$ cat config.mk
export PLATFORM = sky130hd
export DESIGN_NAME = gpt_ram
export DESIGN_NICKNAME = d
export VERILOG_FILES = /design/src/sv/gpt_ram.sv
export SDC_FILE = /design/constraint.sdc
export NUM_CORES = 1
export LEC_CHECK = 0
export BUFFER_PORTS_ARGS = -buffer_cell sky130_fd_sc_hd__buf_4
export CAP_MARGIN = 25
export CORE_MARGIN = 2
export CORE_UTILIZATION = 60
export DETAILED_ROUTE_END_ITERATION = 10
export HOLD_SLACK_MARGIN = 0.06
export PLACE_DENSITY = 0.78
export SYNTH_ARGS = -nofsm -noshare
export SYNTH_HDL_FRONTEND = slang
export SYNTH_SLANG_ARGS = --single-unit
$ cat constraint.sdc
create_clock -name clk_i -period 2.04 [get_ports clk_i]
set_input_delay 0.102 -clock clk_i [delete_from_list [all_inputs] [get_ports clk_i]]
set_output_delay 0.102 -clock clk_i [all_outputs]
set_load 0.01 [all_outputs]
$ cat src/sv/gpt_ram.sv
`timescale 1ns / 1ps
// ----------------------------------------------------------------------------
// gpt_ram
// Simple dual-port RAM, one write port, one registered read port.
// ----------------------------------------------------------------------------
module gpt_ram #(
  parameter int W     = 8,
  parameter int DEPTH = 16
) (
  input  logic                     clk_i,
  input  logic                     we_i,
  input  logic [$clog2(DEPTH)-1:0] waddr_i,
  input  logic [W-1:0]             wdata_i,
  input  logic [$clog2(DEPTH)-1:0] raddr_i,
  output logic [W-1:0]             rdata_o
);
  logic [W-1:0] mem_q [DEPTH];

  always_ff @(posedge clk_i) begin
    if (we_i) begin
      mem_q[waddr_i] <= wdata_i;
    end
    rdata_o <= mem_q[raddr_i];
  end
endmodule

Word-level counts from Yosys, hierarchy flattened. Memory sizes are Yosys's and may differ from the RTL's. A register that Yosys moved wholly into a read port is not among the register bits. Index checks and enable logic that the tools add are counted.

Add/subtract/negate cells: 0. $mul: 0. Div/mod/pow operators: 0. Order comparisons: 0. Equal/unequal tests: 0. Shift operators: 0. Multiplexer cells: 2. Bitwise gates (word level): 0. Reductions and logical operators: 0.

Operators with widths (number): $mux W1 (2).

Register bits after elaboration: 0. Bits in latches: 0. RAM bits: 128. Bits in read-only memories: 0. Bits of input ports: 18. Logic and storage cells: 3. Memories kept: 1.

Memories: mem_q (words 16, bits a word 8, rd ports 1, clocked after Yosys merged registers in 1, write ports 1, RTL line 17) `logic [W-1:0] mem_q [DEPTH];`.

Longest topological paths before layout.
Depth in word-level cells: 2. Depth in mapped cells: 5. Mapped depth without buffers: 3.

Worst setup path after synthesis. OpenSTA, ideal clock, no wires.

Kind: in2reg. From: input waddr_i[2]. To: memory mem_q[0][0] (enable). Library setup time: 383 ps. Data arrival time: 1212 ps. Required time: 1657 ps. Path slack: 445 ps. Cell stages on the path: 2. Path buffers: 0. Path through: or3b_2 nor3_1.

RTL lines: start, declared (RTL line 12) `input logic [$clog2(DEPTH)-1:0] waddr_i,`; end, declared (RTL line 17).

Straight into the memory's write port.

==> results.md <==
Outcome:
- The flow ran to the end, and the final reports show no timing, DRC or antenna violations.

Yosys:
- By count the netlist is led by sky130_fd_sc_hd__edfxtp_1, sky130_fd_sc_hd__mux4_2, sky130_fd_sc_hd__a22oi_1.
- A synthesized cell averages between 20 and 25 µm².
- The library cell with the highest instance count after synthesis is sky130_fd_sc_hd__edfxtp_1.
- Yosys attributes the largest share of cell area to sky130_fd_sc_hd__edfxtp_1, sky130_fd_sc_hd__mux4_2, sky130_fd_sc_hd__mux4_1.
- The complex-gate fraction of the synthesized area was 0.0233.
- The top cell type's share of synthesized area is 0.747.
- The main flop type after synthesis is sky130_fd_sc_hd__edfxtp_1.
- For this run, the register share of the synthesized area comes to 0.778.
- The adder and majority gate portion of the synthesized area is 0.
- In this run, synthesis inferred 128 flip-flops with an integrated enable.
- The share of async-settable or async-resettable flops after synthesis is 0.
- The area share of xor/xnor cells in the synthesized design is 0.
- Yosys printed 0 warnings.
- The number of nets in the synthesized netlist is 247.
- The portion of netlist area occupied by mux cells is 0.150.
- The count of distinct cell types in the synthesized netlist is 19.
- The synthesized design spends more area on one cell type than any other, namely sky130_fd_sc_hd__edfxtp_1.
- The cell count after synthesis is 229.
- The simple-gate area share of the yosys netlist is 0.0318.
- The synthesized area is slightly above 5000 µm².
- The register bit count reported by yosys is 136.
- After synthesis, the largest family of logic cells by area is multiplexers.

Final layout:
- The number of nets in the layout is 310.
- The multi-input gate area in the final layout is 1060 µm².
- The number of antenna diodes in the final layout is 0.
- The count of placed standard cells in the final layout, fillers left out is 408.
- The relative area change from synthesis to final layout is 21.9%.
- The flip-flop and latch area is ~4000 µm².
- The fraction of layout instances using a drive strength above 1 is 0.310.
- The layout has 448 filler cells.

Setup path:
- The startpoint identified for the worst register-to-register timing path is mem_q[2][0].
- The worst setup path is launched from a flop.
- STA puts the critical path data required time at 2.42 ns.
- The arrival time at the worst endpoint is 1.89 ns.
- Traced cell by cell, the critical path runs through mux4_1 > a22oi_1 > nand2_1.
- STA classifies the critical path endpoint as a flop.
- In this run the worst setup path begins at mem_q[2][0].
- Across all register-to-register paths, the minimum setup slack is roughly 0.53 ns.
- On the critical path, the stage with the largest delay is an instance of sky130_fd_sc_hd__mux4_1.
- The maximum cell stage delay along the critical path is approximately 0.53 ns.
- The highest fanout seen on the critical path is 1.
- The category of the most critical setup path is flop to flop.

Floorplan:
- The die outline area is 9340 µm².
- The starting utilization of the core area is 0.623.
- The vertical extent of the die is 96.6 µm.
- The number of top-level design ports is 26.
- The cell row count is 33.
- The region available for standard cell placement spans 8260 µm².
- Measured along the x axis, the die boundary spans 96.6 µm.

CTS:
- The clock transition at the registers of the reported paths is 0.06 ns.
- The H-tree generated during clock tree synthesis spans 4 levels.
- Clock tree synthesis found a total of ~140 sinks.
- The post-CTS resize count is 0.
- The CTS tree is yes.
- CTS placed an instance of sky130_fd_sc_hd__clkbuf_8 at the clock tree root.
- In this run the deepest clock path goes through 2 buffers.
- The worst-skew pair later-pin latency is 0.51 ns.
- The number of clock buffers added by TritonCTS is 17.

Drt:
- The count of nets left with antenna violations after detail routing is 0.
- Wires add up to around 11 mm.
- For this run, the detailed router's first-pass iteration total came to 5.
- The via count normalized by instance count is 6.45.
- For this run, design rule violations remaining after detail routing come to 0.
- The average wire per standard cell is 27.3 µm.
- The number of DRC violations after detailed-routing iteration 0 is 283.
- The total number of vias is 2633.

Timing:
- The peak clock frequency supported by timing is 662 MHz.
- The measured slew at the worst slew-check pin is around 0.45 ns.
- The worst-case headroom to the max-slew limit is 0.702.
- On the final layout, the worst clock skew is roughly 0.005 ns.
- The total of endpoints with negative setup slack in the final report is 0.
- In the finished design, the share of the clock period the worst path needs comes to 0.741.
- The shortest clock period the worst path allows after layout is 1.51 ns.
- The count of final hold-check violations is 0.
- Setup repair after global routing left no endpoint under its margin.
- The accumulated negative setup slack is 0 ns.
- The count of pins over their slew limit is 0.

Place:
- Once placement completed, the tool counted placed cells totaling 370.
- In this run the tool buffered the top-level ports with 25 buffer cells.
- The routability congestion estimate from global placement is around 0.76.
- The detailed placement HPWL is between 6 and 7 mm.

GRT:
- Entering global routing, the biggest net connects 33 pins.
- The wire length of the first global-routing pass is 16.9 mm.
- The total overflow left after global routing is 0.
- Across every metal layer, demand over resource in global routing totals 0.257.
- The initial antenna violation count is 0.
- The via count of the first global-routing pass is between 2k and 3k.

Pwr:
- The power dissipated by switching net loads is approximately 0.0013 W.
- The total leakage power is 2.17 nW.
- Of the total power, the share spent switching nets is 0.194.
- The clock power share is 0.489.
- Across the VDD grid, the largest voltage drop is 765 µV.
- The total power divided by cell area is 1090 nW/µm².
- The fraction of power consumed by combinational cells is 0.049.
- The cell-internal power is 0.00549 W.
- The share of total power dissipated in sequential elements is 0.462.

Hold path:
- The worst hold path belongs to the class primary input to flop.
- The origin of the worst min-delay path is waddr_i[0].

Job:
- The max-capacitance violation count is 0.
[worst max-delay path: cells and delay by family, from the launching register on]
| kind | cells | cell delay, ns |
|---|---|---|
| and+or+nand+nor | 1 | 0.12 |
| DFF | 1 | 0.37 |
| AOI/OAI and AO/OA | 1 | 0.36 |
| muxes | 1 | 0.53 |
[through the flow]
stage	power, W	setup slack (ns)	cell area, µm²	utilization	hold slack, ns
after floorplan	0.00336	0.445	5150	-	0.201
final	0.00681	0.529	6270	0.760	0.122
after global routing	0.00699	0.482	6270	0.760	0.129
after CTS	0.00684	0.526	6270	0.760	0.116
after global placement	0.00351	0.387	5550	0.672	0.397
after detailed placement	0.00352	0.333	5550	0.672	0.406
[power groups by stage]
stage	clock network [W]	logic [W]	registers (W)
2_1_floorplan	0	0.000159	0.00320
3_3_place_gp	0	0.000304	0.00320
3_5_place_dp	0	0.000313	0.00321
4_1_cts	0.00336	0.000333	0.00315
5_1_grt	0.00348	0.000354	0.00315
6_report	0.00333	0.000331	0.00315
[per-layer routing]
metal  global-route usage  wire length [µm]
met3               0.0520               953
met4                0.108               346
met1                0.356              4210
met5                    0                 0
met2                0.407              5630
[worst paths after layout]
| kind | to | cells past startpoint |
|---|---|---|
| setup / recovery | rdata_o[0] | 3 |
| hold / removal | mem_q[4][3] | 3 |
| setup reg to reg | rdata_o[0] | 3 |
| hold reg to reg | rdata_o[7] | 3 |
[logic make-up after synthesis]
group / Yosys count
AO/OA/AOI/OAI: 16
buffers and inverters: 10
flip-flops: 136
multiplexers: 32
AND/OR/NAND/NOR: 35
[repair_timing]
item                      in CTS  in global routing
hold endpoints to repair     128                  0
hold buffers                   8                  0
setup buffers                  0                  0
[area by class of cell]
| class | count | area share |
|---|---|---|
| multi-input cells | 83 | 0.169 |
| repair buffers | 54 | 0.0698 |
| clock buffers | 17 | 0.0660 |
| clock inverters | 13 | 0.0365 |
| flip-flops and latches | 136 | 0.638 |
| well taps | 105 | 0.0209 |
[cell usage in the layout, fill, tap and decap left out]
cell type | Yosys | layout
sky130_fd_sc_hd__a22oi_1 | 16 | 16
sky130_fd_sc_hd__and2_1 | 1 | 1
sky130_fd_sc_hd__and2b_1 | 1 | 1
sky130_fd_sc_hd__buf_12 | 0 | 1
sky130_fd_sc_hd__buf_4 | 1 | 45
sky130_fd_sc_hd__bufinv_16 | 0 | 6
sky130_fd_sc_hd__clkbuf_16 | 0 | 16
sky130_fd_sc_hd__clkbuf_8 | 0 | 1
sky130_fd_sc_hd__clkinv_1 | 0 | 1
sky130_fd_sc_hd__clkinv_2 | 0 | 1
sky130_fd_sc_hd__clkinv_4 | 0 | 2
sky130_fd_sc_hd__clkinvlp_4 | 0 | 3
sky130_fd_sc_hd__dfxtp_1 | 8 | 8
sky130_fd_sc_hd__dlygate4sd3_1 | 0 | 8
sky130_fd_sc_hd__edfxtp_1 | 128 | 128
sky130_fd_sc_hd__mux4_1 | 14 | 14
sky130_fd_sc_hd__mux4_2 | 18 | 18
sky130_fd_sc_hd__nand2_1 | 9 | 9
sky130_fd_sc_hd__nand2b_1 | 2 | 2
sky130_fd_sc_hd__nand3_1 | 1 | 1
sky130_fd_sc_hd__nand3b_1 | 2 | 2
sky130_fd_sc_hd__nor2_1 | 13 | 13
sky130_fd_sc_hd__nor2b_1 | 1 | 1
sky130_fd_sc_hd__nor3_1 | 4 | 4
sky130_fd_sc_hd__or3b_2 | 1 | 1
[state kept, by name, summed over array words and instances (netlist names)]
| signal | cells |
|---|---|
| mem_q | 128 |
| rdata_o | 8 |
No activity file was read; power rests on OpenSTA's default activity.
