$ cat src/sv/gpt_div.sv
`timescale 1ns / 1ps
// ----------------------------------------------------------------------------
// gpt_div
// Restoring divider, one quotient bit per cycle.
// ----------------------------------------------------------------------------
module gpt_div #(
  parameter int N = 52,
  parameter int D = 64
) (
  input  logic         clk_i,
  input  logic         rst_ni,
  input  logic         start_i,
  input  logic [N-1:0] dividend_i,
  input  logic [D-1:0] divisor_i,
  output logic         done_o,
  output logic [N-1:0] quot_o
);
  localparam int CW = $clog2(N + 1);

  logic [N-1:0]  q_q;
  logic [D-1:0]  r_q;
  logic [D-1:0]  dv_q;
  logic [CW-1:0] cnt_q;
  logic          busy_q;
  logic          done_q;
  logic [D:0]    shifted;
  logic          ge;

  always_comb begin
    shifted = {r_q, q_q[N-1]};
    ge      = shifted >= {1'b0, dv_q};
  end

  always_ff @(posedge clk_i or negedge rst_ni) begin
    if (!rst_ni) begin
      q_q    <= '0;
      r_q    <= '0;
      dv_q   <= '0;
      cnt_q  <= '0;
      busy_q <= 1'b0;
      done_q <= 1'b0;
    end else begin
      done_q <= 1'b0;
      if (start_i) begin
        q_q    <= dividend_i;
        r_q    <= '0;
        dv_q   <= divisor_i;
        cnt_q  <= '0;
        busy_q <= 1'b1;
      end else if (busy_q) begin
        r_q   <= ge ? D'(shifted - {1'b0, dv_q}) : shifted[D-1:0];
        q_q   <= {q_q[N-2:0], ge};
        cnt_q <= cnt_q + 1'b1;
        if (cnt_q == CW'(N - 1)) begin
          busy_q <= 1'b0;
          done_q <= 1'b1;
        end
      end
    end
  end

  assign done_o = done_q;
  assign quot_o = q_q;
endmodule

$ cat config.mk
export PLATFORM = sky130hd
export DESIGN_NAME = gpt_div
export DESIGN_NICKNAME = d
export VERILOG_FILES = /design/src/sv/gpt_div.sv
export SDC_FILE = /design/constraint.sdc
export NUM_CORES = 1
export LEC_CHECK = 0
export BUFFER_PORTS_ARGS = -buffer_cell sky130_fd_sc_hd__buf_2
export CORE_MARGIN = 5
export CORE_UTILIZATION = 55
export CTS_CLUSTER_DIAMETER = 100
export DETAILED_ROUTE_END_ITERATION = 8
export PLACE_DENSITY = 0.81
export SLEW_MARGIN = 10
export SYNTH_ARGS = -nofsm -noshare
export SYNTH_HDL_FRONTEND = slang
export SYNTH_SLANG_ARGS = --single-unit
$ cat constraint.sdc
create_clock -name clk_i -period 6.8 [get_ports clk_i]
set_input_delay 0.68 -clock clk_i [delete_from_list [all_inputs] [get_ports clk_i]]
set_output_delay 0.68 -clock clk_i [all_outputs]
set_load 0.05 [all_outputs]
# Word level (Yosys, flattened, before mapping)

Index checks and enable logic that the tools add are counted.

Reductions and logical operators: 1
Add/sub/neg operators: 2
$lt $le $gt $ge: 1
Mux-type cells: 13
Eq/ne operators: 1

Operators by type and width:

| kind                                        | number |
|---|---|
| two-way mux 64 bit                          | 3 |
| two-way mux 52 bit                          | 2 |
| >= comparator 65 x 64 -> 1 bit              | 1 |
| subtractor 64 bit                           | 1 |
| two-way mux 6 bit                           | 2 |
| adder 6 x 1 -> 6 bit, second input constant | 1 |
| equality test 6 bit, second input constant  | 1 |
| two-way mux 1 bit                           | 6 |
| nonzero test 2 bit                          | 1 |

Bits of input ports: 119
Register bits: 188
Word-level logic and storage cells: 24
Output and inout port bits: 53

# Depth between registers and ports, before layout

Depth after elaboration: 4
Depth in mapped cells: 15

# Least setup slack after synthesis

No wires, ideal clock.

Kind: register -> register
Start point: register q_q[51] (netlist: quot_o[51])
End point: register r_q[58]
Path slack: 3.510 ns
Cell stages (with the launch flop): 14
Period minus slack after synthesis: 3.290 ns
Arrival time: 3.194 ns
Library setup time: 0.096 ns
Required time: 6.704 ns
Path buffers: 0
Cell sequence: dfrtp_1 inv_1 ha_1 fa_1 nor2b_1 o2111ai_1 and2_1 o211ai_2 a21bo_4 a2111oi_4 o31ai_2 a21oi_1 or3b_1 a311oi_2

Word-level cells in the longest chain between the ends: 4
Elaborated cells on any way between the ends: 5
Classes of those cells: 1 x add/sub; 1 x order compare; 3 x mux

Ends and longest elaborated chain:

| what                                                                       | RTL line | RTL |
|---|---|---|
| from (decl)                                                                | 20       | `logic [N-1:0] q_q;` |
| from (signal assigned)                                                     | 45       | `q_q <= dividend_i;` |
| from (signal assigned)                                                     | 52       | `q_q <= {q_q[N-2:0], ge};` |
| subtractor 64 bit / >= comparator 65 x 64 -> 1 bit (equally long branches) | 51, 31   |  |
| two-way mux 64 bit (*)                                                     | 51       | `r_q <= ge ? D'(shifted - {1'b0, dv_q}) : shifted[D-1:0];` |
| two-way mux 64 bit (*)                                                     | 50       | `end else if (busy_q) begin` |
| two-way mux 64 bit (*)                                                     | 44       | `if (start_i) begin` |
| to (signal assigned)                                                       | 51       |  |
| to (decl)                                                                  | 21       | `logic [D-1:0] r_q;` |

Every way passes the cells marked *; elsewhere a longest branch is shown, timed or not. The select of a mux whose other input is x is not followed.
A chain may end at the register's enable or synchronous reset.

# Worst setup path in the final report

Start point: register r_q[3]
End point: register r_q[18]

Word-level cells in the longest chain between the ends: 4
Elaborated cells on any way between the ends: 5
Classes of those cells: 1 x add/sub; 1 x order compare; 3 x mux

Ends and longest elaborated chain:

| what                                                                       | RTL line |
|---|---|
| subtractor 64 bit / >= comparator 65 x 64 -> 1 bit (equally long branches) | 51, 31 |
| two-way mux 64 bit (*)                                                     | 51 |
| two-way mux 64 bit (*)                                                     | 50 |
| two-way mux 64 bit (*)                                                     | 44 |

Marked as above.

==> run_results.csv <==
group,metric,value,unit
status,outcome,"complete, no violations",
layout,drive_gt1_frac,0.1462,
clock_network,clk_path_buf_depth,2,
drt,wl,30.23,mm
timing,fin_tns_setup,0,ns
grt,antenna_found_initial,1,
timing,timing.final.setup_violations,0,
place,placed_area,13080,um^2
drt,drt-pass1-iter-count,6,
floorplan,dieArea,25220,um^2
power_and_ir_drop,powerDensity,371.8,nW/um^2
drt,drc,0,
place,hpwl,21.63,mm
synth,synth_area_per_cell,8.352,um^2
clock_network,cts.htree.levels,4,
grt,grt_pass1_wl,51.45,mm
clock_network,clock_latency,0.45,ns
timing,slew_headroom,0.3328,
floorplan,num_rows,54,
timing,hold_viol,0,
flow_run,cap_violations,0,
synth,ys_async_sr_fraction,1.000,
worst_setup_path,worstRegToRegCells,12,
clock_network,post-cts-setup-buffer-count,0,
synth,synth_cell_types,68,
grt,grtUsageTotal,0.2354,
grt,grt_max_degree,125,
timing,tightest_slew,1.001,ns
drt,wl_per_cell,16.31,um
synth,synthFlopType,"dfrtp_1",
worst_setup_path,end_kind,"flip-flop",
clock_network,clk_pin_slew_worst_paths,0.08,ns
timing,finalMaxSlewViolations,0,
floorplan,die_h,158.8,um
synth,netlist_instances,1458,
layout,syn2layout_area_growth,12.56,%
place,globalplace.congestion,0.9323,
drt,routed-via-count,10820,
timing,grt_setup_unrepaired,"false",
clock_network,cts.sinks,188,
drt,ant_nets,0,
worst_setup_path,crit_fanout,66,
floorplan,start_util,0.5580,
floorplan,pin_count,172,
drt,vias_per_cell,5.841,
drt,drt-initial-drc-count,850,
floorplan,coreArea,21820,um^2
timing,finalCritPeriodShare,0.6085,
grt,overflow,0,
clock_network,tritoncts,"done",
timing,layout_min_cycle_time,4.138,ns
clock_network,postCtsHoldBufs,0,
power_and_ir_drop,ir_drop,0.1983,mV
synth,synth-seq-cells,188,
clock_network,clockRootBuffer,"clkbuf_16",
synth,synth_enable_flop_cells,0,
worst_setup_path,cp.arrival,4.52,ns
floorplan,die_w,158.8,um
worst_setup_path,critPathKind,"flip-flop to flip-flop",
clock_network,cts_made_buffers,17,
place,portBuffers,171,
worst_setup_path,cp.required,7.18,ns
synth,yosys_warnings,0,
synth,syn_area,12180,um^2
worst_setup_path,start_kind,"flip-flop",
synth,synth_seq_area_share,0.3863,
power_and_ir_drop,cellLeakagePower,0.007042,uW
synth,syn-num-nets,1643,
timing,fin_skew,0.01279,ns
layout,nets,1745,
timing,fmaxAchievable,241.7,MHz
worst_hold_path,hp-class,"input port to asynchronous set/reset pin",
layout,final_area,13710,um^2
layout,antenna_cells,0,
clock_network,post_cts_resized,0,
grt,grt_pass1_vias,10570,
[Yosys cell counts, types with 28 or more instances]
cell	count	area, um^2
clkbuf_1	79	296.5
a211oi_1	43	322.8
xnor2_1	34	297.8
inv_1	92	345.3
dfrtp_1	188	4705
ha_1	65	813.3
nand2_1	196	735.7
a21o_1	28	210.2
mux2i_1	56	560.5
nand4_1	29	181.4
a21oi_1	129	645.6
nor2_1	119	446.7
o21ai_0	156	780.8
[power by group]
part | leakage (uW) | internal, uW | switching, uW
Clock | 0.000303 | 512 | 544
Combinational | 0.00436 | 990 | 1600
Sequential | 0.00238 | 1310 | 142
Total | 0.00704 | 2810 | 2290
[final timing paths]
check | from | end | slack [ns]
setup / recovery | r_q[3]$_DFFE_PN0P_ | r_q[18]$_DFFE_PN0P_ | 2.66
hold / removal | rst_ni | dv_q[27]$_DFFE_PN0P_ | 0.39
setup reg to reg | r_q[3]$_DFFE_PN0P_ | r_q[18]$_DFFE_PN0P_ | 2.66
hold reg to reg | dv_q[0]$_DFFE_PN0P_ | dv_q[0]$_DFFE_PN0P_ | 0.52
max in group asynchronous | rst_ni | busy_q$_DFF_PN0_ | 4.86
min in group clk_i | dividend_i[35] | quot_o[35]$_DFFE_PN0P_ | 0.43
[registers in the layout (all words and copies together), names as in the netlist]
| register | count |
|---|---|
| busy_q | 1 |
| dv_q | 64 |
| done_o | 1 |
| r_q | 64 |
| quot_o | 52 |
| cnt_q | 6 |
[metrics by stage]
| step | worst slack (ns) | hold WS, ns | util | instances | total power [uW] |
|---|---|---|---|---|---|
| final | 2.662 | 0.3909 | 0.6281 | 1853 | 5096 |
| after global routing | 2.240 | 0.4334 | 0.6281 | 1853 | 5467 |
| after CTS | 2.695 | 0.4197 | 0.6281 | 1853 | 5086 |
| after detailed placement | 2.761 | 0.5064 | 0.5994 | 1821 | 4003 |
| after global placement | 2.852 | 0.4989 | 0.5994 | 1821 | 3958 |
| after floorplan | 3.510 | 0.3844 | - | 1458 | 3473 |
[logic make-up after synthesis]
kind of cell | after synthesis | synth area share
flip-flops | 188 | 0.3863
AO/OA/AOI/OAI | 473 | 0.2418
buffers and inverters | 187 | 0.05938
XOR/XNOR | 55 | 0.03956
AND/OR/NAND/NOR | 432 | 0.1576
multiplexers | 57 | 0.04695
adder cells (fa/ha/maj) | 66 | 0.06843
[cell type report]
cell class | count | area [um^2]
Clock buffer | 17 | 425.4
Timing Repair Buffer | 178 | 925.9
Multi-Input combinational cell | 1083 | 6750
Clock inverter | 15 | 201.4
Fill cell | 1886 | 8117
Sequential cell | 188 | 4708
Tap cell | 280 | 350.3
Inverter | 92 | 345.3
[critical path: stages (launching register included)]
cell,delay (ns)
dfrtp_1,0.40
ha_1,0.38
a21o_1,0.20
a31o_2,0.23
o21ai_1,0.24
a211oi_1,0.21
o211ai_1,0.27
a21oi_1,0.16
nor3_4,0.84
buf_4,0.66
nor3_1,0.10
mux2i_1,0.17
o2111a_1,0.19
[layer usage]
| layer | track usage | share of wire | vias up |
|---|---|---|---|
| met3 | 0.04069 | 0.053 | 48 |
| met2 | 0.3972 | 0.49 | 335 |
| met1 | 0.3182 | 0.44 | 5104 |
| li1 | - | - | 5334 |
| met5 | 0 | 0.00053 | - |
| met4 | 0.05436 | 0.015 | 2 |
[placed cells by master (no fill, tap or decap), types with 7 or more instances in the layout]
cell type	n
o21bai_1	12
nand2_1	196
o31ai_1	7
a21oi_1	129
nor3_1	23
o21ai_0	156
buf_2	169
ha_1	65
and2_1	7
a211oi_1	43
o211ai_1	24
xor2_1	21
buf_4	7
clkbuf_16	17
a21o_1	28
nand3_1	12
inv_1	92
o21a_1	8
dfrtp_1	187
nor2_1	119
nand4_1	29
o21ai_1	7
mux2i_1	56
o211a_1	14
xnor2_1	34
and3_1	8
Note: power is estimated with default switching activity, not from simulation.
